$ cat src/rtl/owr_pkg.sv
// ---------------------------------------------------------------------------
// owr_pkg: shared definitions for the overwrite ring reader
// Request kinds, field widths, default sizes and the command and status
// bundles that pass between the controller and the datapath.
// ---------------------------------------------------------------------------
`default_nettype none

package owr_pkg;

  // Default sizes
  localparam int unsigned RingDepthDef = 256;
  localparam int unsigned MaxReadDef   = 64;

  // Field widths
  localparam int unsigned ModeW  = 2;
  localparam int unsigned ByteW  = 8;
  localparam int unsigned LenW   = 7;
  localparam int unsigned FillW  = 8;
  localparam int unsigned InDataW  = 24;  // byte, max_len, delimiter, padding
  localparam int unsigned OutDataW = 24;  // byte, msg_length, fill_level, padding
  localparam int unsigned OutUserW = 2;   // has_byte, dropped_oldest

  // Request kinds
  localparam logic [ModeW-1:0] ModePush  = 2'd0;
  localparam logic [ModeW-1:0] ModeRead  = 2'd1;
  localparam logic [ModeW-1:0] ModeUntil = 2'd2;

  // Controller to datapath
  typedef struct packed {
    logic latch_req;        // capture the incoming request
    logic push_exec;        // store byte, move pointers, load push result
    logic empty_load;       // load an empty result
    logic drain_init;       // set up a drain, advance the read pointer
    logic drain_from_scan;  // drain length comes from the scan index
    logic scan_init;        // clear the scan index
    logic scan_rd;          // read the ring at the scan position
    logic scan_next;        // advance the scan index
    logic drain_rd;         // read the ring at the drain position
    logic drain_load;       // load one drained byte into the output stage
  } cmd_t;

  // Datapath to controller
  typedef struct packed {
    logic [ModeW-1:0] mode;
    logic             read_n_zero;  // nothing to drain for a plain read
    logic             scan_stop;    // scan ran past the fill or the limit
    logic             scan_hit;     // byte just read matches the delimiter
    logic             drain_last;   // one byte left in the drain
    logic             out_free;     // output stage can take a result
  } sts_t;

endpackage

`default_nettype wire

$ cat src/rtl/overwrite_ring_delim_reader.sv
// A push, or the empty result of a plain read, goes from the decide state into the output
// stage once it is free; an empty read-until result follows a scan that reads and then
// compares each examined byte. One request at a time; the next request is taken while the
// last result still waits. A read drains each byte with a RAM read, then a load into a free
// output stage, paced by the RAM's registered read port; a read-until first scans each byte
// with a read and a compare, at most max_len bytes. Reset clears pointers and output valid.
// ---------------------------------------------------------------------------
// overwrite_ring_delim_reader: receive byte ring with overwrite of the oldest
// A push stores a byte and, on a full ring, drops the oldest one. A read
// drains up to max_len bytes; a read-until drains up to and including the
// first delimiter when that message fits in max_len.
// ---------------------------------------------------------------------------
`default_nettype none

module overwrite_ring_delim_reader #(
  parameter int unsigned RING_DEPTH = owr_pkg::RingDepthDef,  // power of two, 4..65536
  parameter int unsigned MAX_READ   = owr_pkg::MaxReadDef     // 1..64
) (
  input  wire logic                          clk_i,
  input  wire logic                          rst_ni,
  // Request side
  input  wire logic                          s_axis_tvalid,
  output logic                               s_axis_tready,
  // [7:0] push_byte, [14:8] max_len, [22:15] delimiter, [23] zero
  input  wire logic [owr_pkg::InDataW-1:0]   s_axis_tdata,
  // [1:0] mode
  input  wire logic [owr_pkg::ModeW-1:0]     s_axis_tuser,
  // Result side
  output logic                               m_axis_tvalid,
  input  wire logic                          m_axis_tready,
  // [7:0] out_byte, [14:8] msg_length, [22:15] fill_level, [23] zero
  output logic [owr_pkg::OutDataW-1:0]       m_axis_tdata,
  // [0] has_byte, [1] dropped_oldest
  output logic [owr_pkg::OutUserW-1:0]       m_axis_tuser,
  output logic                               m_axis_tlast
);

  owr_pkg::cmd_t cmd;
  owr_pkg::sts_t sts;

  logic [owr_pkg::ByteW-1:0]  out_byte;
  logic                       out_has_byte;
  logic [owr_pkg::LenW-1:0]   out_len;
  logic [owr_pkg::FillW-1:0]  out_fill;
  logic                       out_drop;

  // Sequencer: accepts a request only when no other is being worked on
  owr_ctrl u_ctrl (
    .clk_i      (clk_i),
    .rst_ni     (rst_ni),
    .req_valid_i(s_axis_tvalid),
    .req_ready_o(s_axis_tready),
    .sts_i      (sts),
    .cmd_o      (cmd)
  );

  // Ring store, pointers, scan/drain counters and the result register
  owr_dp #(
    .RING_DEPTH(RING_DEPTH),
    .MAX_READ  (MAX_READ)
  ) u_dp (
    .clk_i         (clk_i),
    .rst_ni        (rst_ni),
    .req_mode_i    (s_axis_tuser),
    .req_byte_i    (s_axis_tdata[7:0]),
    .req_max_len_i (s_axis_tdata[14:8]),
    .req_delim_i   (s_axis_tdata[22:15]),
    .cmd_i         (cmd),
    .sts_o         (sts),
    .out_valid_o   (m_axis_tvalid),
    .out_ready_i   (m_axis_tready),
    .out_byte_o    (out_byte),
    .out_has_byte_o(out_has_byte),
    .out_last_o    (m_axis_tlast),
    .out_len_o     (out_len),
    .out_fill_o    (out_fill),
    .out_drop_o    (out_drop)
  );

  // Pack the result fields, lowest first; pad to whole bytes
  assign m_axis_tdata = {1'b0, out_fill, out_len, out_byte};
  assign m_axis_tuser = {out_drop, out_has_byte};

endmodule

`default_nettype wire

$ cat src/rtl/owr_ram.sv
// ---------------------------------------------------------------------------
// owr_ram: generic single-port-write, single-port-read RAM
// One write and one read per cycle; read data is registered and holds
// until the next read.
// ---------------------------------------------------------------------------
`default_nettype none

module owr_ram #(
  parameter int unsigned WIDTH = 8,
  parameter int unsigned DEPTH = 256
) (
  input  wire logic                     clk_i,
  input  wire logic                     we_i,
  input  wire logic [$clog2(DEPTH)-1:0] waddr_i,
  input  wire logic [WIDTH-1:0]         wdata_i,
  input  wire logic                     re_i,
  input  wire logic [$clog2(DEPTH)-1:0] raddr_i,
  output logic      [WIDTH-1:0]         rdata_o
);

  logic [WIDTH-1:0] mem_q [DEPTH];
  logic [WIDTH-1:0] rdata_q;

  always_ff @(posedge clk_i) begin
    if (we_i) begin
      mem_q[waddr_i] <= wdata_i;
    end
    if (re_i) begin
      rdata_q <= mem_q[raddr_i];
    end
  end

  assign rdata_o = rdata_q;

endmodule

`default_nettype wire

$ cat src/rtl/owr_ctrl.sv
// ---------------------------------------------------------------------------
// owr_ctrl: request sequencer for the overwrite ring reader
// Takes one request at a time and steps the datapath through push, scan
// and drain.
// ---------------------------------------------------------------------------
`default_nettype none

module owr_ctrl (
  input  wire logic          clk_i,
  input  wire logic          rst_ni,
  input  wire logic          req_valid_i,
  output logic               req_ready_o,
  input  wire owr_pkg::sts_t sts_i,
  output owr_pkg::cmd_t      cmd_o
);

  localparam logic [2:0] StIdle    = 3'd0;
  localparam logic [2:0] StDecide  = 3'd1;
  localparam logic [2:0] StScanRd  = 3'd2;
  localparam logic [2:0] StScanCmp = 3'd3;
  localparam logic [2:0] StDrainRd = 3'd4;
  localparam logic [2:0] StDrainOut = 3'd5;

  logic [2:0] state_q, state_d;

  always_comb begin
    state_d     = state_q;
    cmd_o       = '0;
    req_ready_o = 1'b0;
    case (state_q)
      StIdle: begin
        req_ready_o = 1'b1;
        if (req_valid_i) begin
          cmd_o.latch_req = 1'b1;
          state_d         = StDecide;
        end
      end
      StDecide: begin
        case (sts_i.mode)
          owr_pkg::ModePush: begin
            if (sts_i.out_free) begin
              cmd_o.push_exec = 1'b1;
              state_d         = StIdle;
            end
          end
          owr_pkg::ModeRead: begin
            if (!sts_i.read_n_zero) begin
              cmd_o.drain_init = 1'b1;
              state_d          = StDrainRd;
            end else if (sts_i.out_free) begin
              cmd_o.empty_load = 1'b1;
              state_d          = StIdle;
            end
          end
          owr_pkg::ModeUntil: begin
            cmd_o.scan_init = 1'b1;
            state_d         = StScanRd;
          end
          default: begin
            if (sts_i.out_free) begin
              cmd_o.empty_load = 1'b1;
              state_d          = StIdle;
            end
          end
        endcase
      end
      StScanRd: begin
        if (!sts_i.scan_stop) begin
          cmd_o.scan_rd = 1'b1;
          state_d       = StScanCmp;
        end else if (sts_i.out_free) begin
          cmd_o.empty_load = 1'b1;
          state_d          = StIdle;
        end
      end
      StScanCmp: begin
        if (sts_i.scan_hit) begin
          cmd_o.drain_init      = 1'b1;
          cmd_o.drain_from_scan = 1'b1;
          state_d               = StDrainRd;
        end else begin
          cmd_o.scan_next = 1'b1;
          state_d         = StScanRd;
        end
      end
      StDrainRd: begin
        cmd_o.drain_rd = 1'b1;
        state_d        = StDrainOut;
      end
      StDrainOut: begin
        if (sts_i.out_free) begin
          cmd_o.drain_load = 1'b1;
          state_d          = sts_i.drain_last ? StIdle : StDrainRd;
        end
      end
      default: begin
        state_d = StIdle;
      end
    endcase
  end

  always_ff @(posedge clk_i or negedge rst_ni) begin
    if (!rst_ni) begin
      state_q <= StIdle;
    end else begin
      state_q <= state_d;
    end
  end

endmodule

`default_nettype wire

$ cat src/rtl/owr_dp.sv
// ---------------------------------------------------------------------------
// owr_dp: ring pointers, scan and drain counters, ring store and output stage
// Carries out the controller's commands one at a time.
// ---------------------------------------------------------------------------
`default_nettype none

module owr_dp #(
  parameter int unsigned RING_DEPTH = owr_pkg::RingDepthDef,
  parameter int unsigned MAX_READ   = owr_pkg::MaxReadDef
) (
  input  wire logic                           clk_i,
  input  wire logic                           rst_ni,
  input  wire logic [owr_pkg::ModeW-1:0]      req_mode_i,
  input  wire logic [owr_pkg::ByteW-1:0]      req_byte_i,
  input  wire logic [owr_pkg::LenW-1:0]       req_max_len_i,
  input  wire logic [owr_pkg::ByteW-1:0]      req_delim_i,
  input  wire owr_pkg::cmd_t                  cmd_i,
  output owr_pkg::sts_t                       sts_o,
  output logic                                out_valid_o,
  input  wire logic                           out_ready_i,
  output logic [owr_pkg::ByteW-1:0]           out_byte_o,
  output logic                                out_has_byte_o,
  output logic                                out_last_o,
  output logic [owr_pkg::LenW-1:0]            out_len_o,
  output logic [owr_pkg::FillW-1:0]           out_fill_o,
  output logic                                out_drop_o
);

  localparam int unsigned AW   = $clog2(RING_DEPTH);
  localparam int unsigned LenW = owr_pkg::LenW;
  localparam logic [LenW-1:0] MaxReadLen = LenW'(MAX_READ);

  // Request
  logic [owr_pkg::ModeW-1:0] mode_q;
  logic [owr_pkg::ByteW-1:0] byte_q;
  logic [LenW-1:0]           lim_q;
  logic [owr_pkg::ByteW-1:0] delim_q;

  // Ring control and counters
  logic [AW-1:0]   wp_q, rp_q, addr_q;
  logic [LenW-1:0] idx_q, rem_q, len_q;

  // Output stage
  logic                      out_valid_q;
  logic [owr_pkg::ByteW-1:0] out_byte_q;
  logic                      out_has_q, out_last_q, out_drop_q;
  logic [LenW-1:0]           out_len_q;
  logic [owr_pkg::FillW-1:0] out_fill_q;

  logic [AW-1:0]      fill_now, fill_push, wp_inc;
  logic               full;
  logic [AW+LenW-1:0] fill_ext, lim_ext, idx_ext, read_n_ext;
  logic [LenW-1:0]    read_n, len_sel;
  logic [AW+LenW-1:0] rp_plus_len, rp_plus_idx;
  logic [AW+owr_pkg::FillW-1:0] fill_now_w, fill_push_w;
  logic               ram_re;
  logic [AW-1:0]      ram_raddr;
  logic [owr_pkg::ByteW-1:0] ram_rdata;
  logic               out_load;

  assign fill_now  = wp_q - rp_q;
  assign wp_inc    = wp_q + AW'(1);
  assign full      = (wp_inc == rp_q);
  assign fill_push = full ? fill_now : fill_now + AW'(1);

  assign fill_ext   = {{LenW{1'b0}}, fill_now};
  assign lim_ext    = {{AW{1'b0}}, lim_q};
  assign idx_ext    = {{AW{1'b0}}, idx_q};
  assign read_n_ext = (fill_ext < lim_ext) ? fill_ext : lim_ext;
  assign read_n     = read_n_ext[LenW-1:0];
  assign len_sel    = cmd_i.drain_from_scan ? idx_q + LenW'(1) : read_n;

  assign rp_plus_len = {{LenW{1'b0}}, rp_q} + {{AW{1'b0}}, len_sel};
  assign rp_plus_idx = {{LenW{1'b0}}, rp_q} + idx_ext;

  // Report the low byte of the fill count whatever the ring depth
  assign fill_now_w  = {{owr_pkg::FillW{1'b0}}, fill_now};
  assign fill_push_w = {{owr_pkg::FillW{1'b0}}, fill_push};

  assign ram_re    = cmd_i.scan_rd | cmd_i.drain_rd;
  assign ram_raddr = cmd_i.scan_rd ? rp_plus_idx[AW-1:0] : addr_q;

  owr_ram #(
    .WIDTH(owr_pkg::ByteW),
    .DEPTH(RING_DEPTH)
  ) u_ring (
    .clk_i  (clk_i),
    .we_i   (cmd_i.push_exec),
    .waddr_i(wp_q),
    .wdata_i(byte_q),
    .re_i   (ram_re),
    .raddr_i(ram_raddr),
    .rdata_o(ram_rdata)
  );

  // Status
  always_comb begin
    sts_o             = '0;
    sts_o.mode        = mode_q;
    sts_o.read_n_zero = (read_n == '0);
    sts_o.scan_stop   = (idx_q >= lim_q) || (idx_ext >= fill_ext);
    sts_o.scan_hit    = (ram_rdata == delim_q);
    sts_o.drain_last  = (rem_q == LenW'(1));
    sts_o.out_free    = !out_valid_q || out_ready_i;
  end

  // Request capture, saturate the read limit on the way in
  always_ff @(posedge clk_i) begin
    if (cmd_i.latch_req) begin
      mode_q  <= req_mode_i;
      byte_q  <= req_byte_i;
      lim_q   <= (req_max_len_i > MaxReadLen) ? MaxReadLen : req_max_len_i;
      delim_q <= req_delim_i;
    end
  end

  // Pointers
  always_ff @(posedge clk_i or negedge rst_ni) begin
    if (!rst_ni) begin
      wp_q <= '0;
      rp_q <= '0;
    end else begin
      if (cmd_i.push_exec) begin
        wp_q <= wp_inc;
        if (full) begin
          rp_q <= rp_q + AW'(1);
        end
      end else if (cmd_i.drain_init) begin
        rp_q <= rp_plus_len[AW-1:0];
      end
    end
  end

  // Scan and drain counters
  always_ff @(posedge clk_i) begin
    if (cmd_i.scan_init) begin
      idx_q <= '0;
    end else if (cmd_i.scan_next) begin
      idx_q <= idx_q + LenW'(1);
    end
    if (cmd_i.drain_init) begin
      rem_q  <= len_sel;
      len_q  <= len_sel;
      addr_q <= rp_q;
    end else if (cmd_i.drain_load) begin
      rem_q  <= rem_q - LenW'(1);
      addr_q <= addr_q + AW'(1);
    end
  end

  // Output stage
  assign out_load = cmd_i.push_exec | cmd_i.empty_load | cmd_i.drain_load;

  always_ff @(posedge clk_i or negedge rst_ni) begin
    if (!rst_ni) begin
      out_valid_q <= 1'b0;
    end else if (out_load) begin
      out_valid_q <= 1'b1;
    end else if (out_ready_i) begin
      out_valid_q <= 1'b0;
    end
  end

  always_ff @(posedge clk_i) begin
    if (cmd_i.drain_load) begin
      out_byte_q <= ram_rdata;
      out_has_q  <= 1'b1;
      out_last_q <= (rem_q == LenW'(1));
      out_len_q  <= len_q;
      out_fill_q <= fill_now_w[owr_pkg::FillW-1:0];
      out_drop_q <= 1'b0;
    end else if (cmd_i.push_exec) begin
      out_byte_q <= '0;
      out_has_q  <= 1'b0;
      out_last_q <= 1'b1;
      out_len_q  <= '0;
      out_fill_q <= fill_push_w[owr_pkg::FillW-1:0];
      out_drop_q <= full;
    end else if (cmd_i.empty_load) begin
      out_byte_q <= '0;
      out_has_q  <= 1'b0;
      out_last_q <= 1'b1;
      out_len_q  <= '0;
      out_fill_q <= fill_now_w[owr_pkg::FillW-1:0];
      out_drop_q <= 1'b0;
    end
  end

  assign out_valid_o    = out_valid_q;
  assign out_byte_o     = out_byte_q;
  assign out_has_byte_o = out_has_q;
  assign out_last_o     = out_last_q;
  assign out_len_o      = out_len_q;
  assign out_fill_o     = out_fill_q;
  assign out_drop_o     = out_drop_q;

endmodule

`default_nettype wire

$ cat config.mk
export PLATFORM = sky130hd
export DESIGN_NAME = overwrite_ring_delim_reader
export DESIGN_NICKNAME = d
export VERILOG_FILES = /design/src/rtl/owr_pkg.sv /design/src/rtl/overwrite_ring_delim_reader.sv /design/src/rtl/owr_ram.sv /design/src/rtl/owr_ctrl.sv /design/src/rtl/owr_dp.sv
export SDC_FILE = /design/constraint.sdc
export NUM_CORES = 2
export LEC_CHECK = 0
export BUFFER_PORTS_ARGS = -buffer_cell sky130_fd_sc_hd__clkbuf_2
export CORE_MARGIN = 3
export CORE_UTILIZATION = 40
export CTS_CLUSTER_SIZE = 30
export DETAILED_ROUTE_END_ITERATION = 6
export MAX_ROUTING_LAYER = met4
export PLACE_DENSITY_LB_ADDON = 0.3
export SKIP_CTS_REPAIR_TIMING = 1
export SLEW_MARGIN = 30
export SYNTH_ARGS = -nofsm -noshare
export SYNTH_HDL_FRONTEND = slang
export SYNTH_HIERARCHICAL = 1
export SYNTH_SLANG_ARGS = --single-unit
$ cat constraint.sdc
create_clock -name clk_i -period 5.6 [get_ports clk_i]
set_input_delay 0.84 -clock clk_i [delete_from_list [all_inputs] [get_ports clk_i]]
set_output_delay 0.84 -clock clk_i [all_outputs]
set_load 0.005 [all_outputs]
-- Word level (Yosys, flattened, before mapping)
Memories as Yosys holds them, arrays and structs flattened. A register that Yosys moved wholly into a read port is not among the register bits.
Index checks and enable logic that the tools add are counted.
- register bits: 100
- memory bits (writable): 2048
- bits of input ports: 30
- output and inout bits: 29
- logic and storage cells: 124
- memories: 1
- add/subtract/negate cells: 9
- magnitude comparators: 4
- eq/ne operators: 13
- mux-type cells: 62
- bitwise operators: 3
- reduce and logical (&&, ||, !) cells: 14
- memories (memory ; depth ; width ; rd ports ; clocked after memory_dff ; wr ports ; RTL line ; RTL):
    u_dp.u_ring.mem_q ; 256 ; 8 ; 1 ; 1 ; 1 ; owr_ram.sv:21 ; logic [WIDTH-1:0] mem_q [DEPTH];
- operators with widths (kind ; count):
    two-way mux 8 bit ; 13
    two-way mux 7 bit ; 7
    adder 8 x 1 -> 8 bit, second input constant ; 4
    two-way mux 1 bit ; 29
    two-way mux 3 bit ; 7
    one-hot mux 3 bit (6 select lines) ; 1
    adder 8 x 7 -> 8 bit ; 2
    equality test 8 bit ; 2
    >= comparator 7 x 8 -> 1 bit ; 1
    < comparator 8 x 7 -> 1 bit ; 1
    nonzero test 2 bit ; 4
    subtractor 8 bit ; 1
    adder 7 x 1 -> 7 bit, second input constant ; 1
    equality test 7 x 1 -> 1 bit, second input constant ; 1
    >= comparator 7 bit ; 1
    greater-than comparator 7 bit, second input constant ; 1
    zero test 7 bit ; 1
    subtractor 7 x 1 -> 7 bit, second input constant ; 1
    equality test 3 x 2 -> 1 bit, second input constant ; 2
    equality test 3 bit, second input constant ; 2
    one-hot mux 1 bit (2 select lines) ; 3
    one-hot mux 3 bit (2 select lines) ; 1
    inequality test 2 bit, second input constant ; 2
    AND reduction 2 bit ; 2
    other kinds (12) ; 15

-- Longest topological paths before layout
- depth in word-level cells: 10
- mapped depth: 28
- mapped depth without buffers: 25

-- Modules after synthesis
Netlist, hierarchy kept.
- by module, submodules not included (module ; instances ; cells each ; area an instance (sq um)):
    owr_ram ; 1 ; 3733 ; 79636.4
    owr_dp ; 1 ; 618 ; 6214.7
    owr_ctrl ; 1 ; 51 ; 404.1
    overwrite_ring_delim_reader ; 1 ; 4 ; 26.3

-- Worst setup path after synthesis
Ideal clock, no wire load.
- path type: reg-to-reg
- start point: register u_dp.wp_q[0]
- end point: register u_dp.u_ring.rdata_q[0] (netlist: u_dp/u_ring/rdata_o[0]), read port of u_dp.u_ring.mem_q, data pin
- library setup time: 269 ps
- data arrival time: 5341 ps
- setup slack: -10 ps
- stages on the path, launching flop included: 27
- path buffers: 5
- clock period less this slack: 5610 ps
- cell sequence: dfrtp_1 -> inv_1 -> ha_1 -> inv_1 -> fa_1 -> a211oi_1 -> nor2_1 -> xor2_1 -> inv_1 -> ha_1 -> a21oi_1 -> o21ai_0 -> a31oi_1 -> o221ai_1 -> nor3_1 -> clkbuf_1 -> inv_1 -> o21ai_0 -> buf_2 -> buf_4 -> buf_2 -> buf_1 -> mux4_2 -> a22oi_1 -> a21oi_1 -> nor4_1 -> nor4_2
- RTL lines (item ; RTL line ; RTL):
    start, declared ; owr_dp.sv:40 ; logic [AW-1:0] wp_q, rp_q, addr_q;
    start signal, assigned ; owr_dp.sv:124 ; wp_q <= wp_inc;
    end, declared ; owr_ram.sv:22 ; logic [WIDTH-1:0] rdata_q;

==> impl_metrics.env <==
export IMPL_cts_sinks=2156
export IMPL_wl_per_cell_um=28.3
export IMPL_placed_cell_area_um2=92600
export IMPL_wirelength_um=224000
export IMPL_fin_crit_ns=6.05
export IMPL_critPathLaunchType="flop"
export IMPL_path_clk_slew_ns=0.06
export IMPL_synth_warnings=6
export IMPL_syn2layout_area_growth_pct=18.0
export IMPL_yosysTopAreaCellShare_pct=74.0
export IMPL_drive_above_1_share_pct=29.9
export IMPL_max_stage_delay_ns=0.42
export IMPL_reg2reg_depth=31
export IMPL_synth_seq_area_share_pct=74.8
export IMPL_first_pass_iters=6
export IMPL_cts_tree="yes"
export IMPL_antenna_found_initial=6
export IMPL_numCtsBuffers=211
export IMPL_post_route_period_util_pct=108
export IMPL_drc=0
export IMPL_via_per_inst=5.80
export IMPL_finalHoldViolations=0
export IMPL_crit_path_frequent_cell="buf_12"
export IMPL_num_vias=45900
export IMPL_reg2reg_from="u_dp/wp_q[0]"
export IMPL_drt_iter0_drc=4938
export IMPL_path_class="reg -> reg"
export IMPL_max_slew_margin_pct=32.5
export IMPL_postLayoutSetupSlackWorst_ns=-0.453
export IMPL_start_util_pct=40.4
export IMPL_pre_cts_slack_ns=-1.30
export IMPL_dp_hpwl_um=141000
export IMPL_synthTopCellsByArea="edfxtp_1 (74%), mux4_2 (12%), mux2i_1 (1.6%), nor2_1 (1.4%), a22oi_1 (1.2%)"
export IMPL_yosys_area_top_type="edfxtp_1"
export IMPL_drv_cap=0
export IMPL_io_buffers=56
export IMPL_status="complete, but fails checks"
export IMPL_synth_seq_cells=2156
export IMPL_async_reset_ff_share_pct=0.928
export IMPL_violations="setup timing"
export IMPL_num_io_pins=59
export IMPL_path_max_fanout=8
export IMPL_worst_hold_path_type="in -> async"
export IMPL_met2_length_um=106000
export IMPL_grt_pass1_wl_um=320000
export IMPL_reg2reg_to="u_dp/u_ring/rdata_o[6]"
export IMPL_cts_max_path_buffers=3
export IMPL_syn_area_per_cell_um2=19.6
export IMPL_die_w_um=470
export IMPL_synth_nets=4490
export IMPL_clock_latency_ns=0.86
export IMPL_slew_viol_final=0
export IMPL_core_um2=213000
export IMPL_synthFlopType="edfxtp_1"
export IMPL_cts_max_level=4
export IMPL_die_y_um=470
export IMPL_leakage_nw=32.5
export IMPL_vdd_drop_max_mv=0.347
export IMPL_tightestPinTransition_ns=1.00
export IMPL_grt_pass1_vias=45200
export IMPL_skew_ns=0.0493
export IMPL_gp_congestion=0.884
export IMPL_critPathArrivalTime_ns=6.73
export IMPL_final_area_um2=102000
export IMPL_die_area_um2=221000
export IMPL_slowest_stage="or3_4"
export IMPL_whs_ns=0.0369
export IMPL_yosysMostFrequentCell="edfxtp_1"
export IMPL_cts_root_buf="clkbuf_16"
export IMPL_wl_met1_um=93500
export IMPL_synthCells=4406
export IMPL_final_antenna_net_count=0
export IMPL_cp_required_ns=6.28
export IMPL_setup_viol=8
export IMPL_top_layer_used="met4"
export IMPL_std_cell_rows=169
export IMPL_clock_fmax_mhz=165
export IMPL_synth_edf_count=2127
export IMPL_synth_common_cells="edfxtp_1 (2,127), mux4_2 (454), nor2_1 (332)"
export IMPL_ys_types=83
export IMPL_grt_use_total_pct=20.3
export IMPL_grt_setup_unrepaired="true"
export IMPL_power_w=0.0564
export IMPL_num_fill_cells=17400
export IMPL_grt_max_degree=209
export IMPL_cp_end_kind="flop"
export IMPL_power_density_nw_per_um2=553
export IMPL_layout_nets=4999
export IMPL_wl_met3_um=18400
export IMPL_netlist_area_um2=86300
export IMPL_overflow=0
export IMPL_r2r_slack_ns=-0.45
[power breakdown]
part / switching, W / internal, W
Sequential: 0.000261 / 0.0188
Clock: 0.00612 / 0.00787
Combinational: 0.0128 / 0.0106
Total: 0.0192 / 0.0372
[metrics by stage]
| step | std cells | util [%] | TNS [ns] |
|---|---|---|---|
| 6_report | 7919 | 47.7 | -3.13 |
| 4_1_cts | 7852 | 46.6 | -7.88 |
| 5_1_grt | 7916 | 47.7 | -5.31 |
| 3_5_place_dp | 7461 | 43.4 | -7.57 |
| 2_1_floorplan | 4406 | - | 0 |
| 3_3_place_gp | 7461 | 43.4 | -7.68 |
[sequential cells by signal, summed over array words and instances, names as in the netlist]
register and flops:
u_dp/u_ring/mem_q 2048, u_dp/addr_q 8, u_dp/byte_q 8, u_dp/delim_q 8
u_dp/out_byte_o 8, u_dp/out_fill_o 8, u_dp/rp_q 8, u_dp/u_ring/rdata_o 8
u_dp/wp_q 8, u_dp/idx_q 7, u_dp/len_q 7, u_dp/lim_q 7
u_dp/out_len_o 7, u_dp/rem_q 7, u_ctrl/state_q 3, u_dp/mode_q 2
u_dp/out_drop_o 1, u_dp/out_has_byte_o 1, u_dp/out_last_o 1, u_dp/out_valid_o 1
[cells in the final DEF (no fill, tap or decap), drive strengths merged, types with 31 or more instances in the layout]
cell type	instances
edfxtp	2127
buf	488
mux4	456
nor2	332
clkbuf	319
mux2i	136
a22oi	133
a21oi	116
clkinv	105
nand2	92
nand3	56
ha	51
o21ai	49
inv	49
o221ai	49
nor2b	45
xnor2	40
nor3	39
nor4	33
o22ai	31
[critical path, delay by kind of cell (launching register included)]
kind | cells | cell delay, ns
buffers and inverters | 13 | 1.69
AOI/OAI and AO/OA | 8 | 1.64
and+or+nand+nor | 7 | 1.42
adders and majority gates | 3 | 0.72
DFF | 1 | 0.38
[kinds of logic after synthesis]
| kind of cell | after synthesis | synth area share [%] |
|---|---|---|
| fa+ha+maj | 54 | 0.809 |
| other cells | 1 | 0.00435 |
| buf+inv | 305 | 2.05 |
| compound gates | 510 | 4.13 |
| mux | 602 | 13.6 |
| simple gates | 715 | 3.90 |
| flops | 2156 | 74.8 |
| xor+xnor | 63 | 0.670 |
[routing by layer]
layer  track usage, %  up-vias
li1                 -    19200
met1             28.6    24300
met2             30.6     2050
met3             3.22      359
met4             5.89        0
met5                -        -
[how the worst max path moves through the flow]
stage / depth (start not counted) / slack, ns / start / endpoint
4_1_cts: 27 / -1.33 / u_dp/wp_q[0] / u_dp/u_ring/rdata_o[0]
5_1_grt: 31 / -0.70 / u_dp/wp_q[0] / u_dp/u_ring/rdata_o[6]
6_report: 31 / -0.45 / u_dp/wp_q[0] / u_dp/u_ring/rdata_o[6]
3_3_place_gp: 27 / -1.32 / u_dp/wp_q[0] / u_dp/u_ring/rdata_o[0]
2_1_floorplan: 26 / 0.02 / u_dp/wp_q[0] / u_dp/u_ring/rdata_o[6]
3_5_place_dp: 27 / -1.30 / u_dp/wp_q[0] / u_dp/u_ring/rdata_o[0]
[final cells by class]
cell class	instances	area, um2	share of cell area, %
inverters	43	168	0.165
clock buffers	249	5440	5.35
multi-input cells	1945	21100	20.8
diodes	5	12.5	0.0123
repair buffers	558	5550	5.45
clock inverters	142	1420	1.40
well taps	2821	3530	3.47
flip-flops and latches	2156	64600	63.4
No activity file was read; power rests on OpenSTA's default activity.
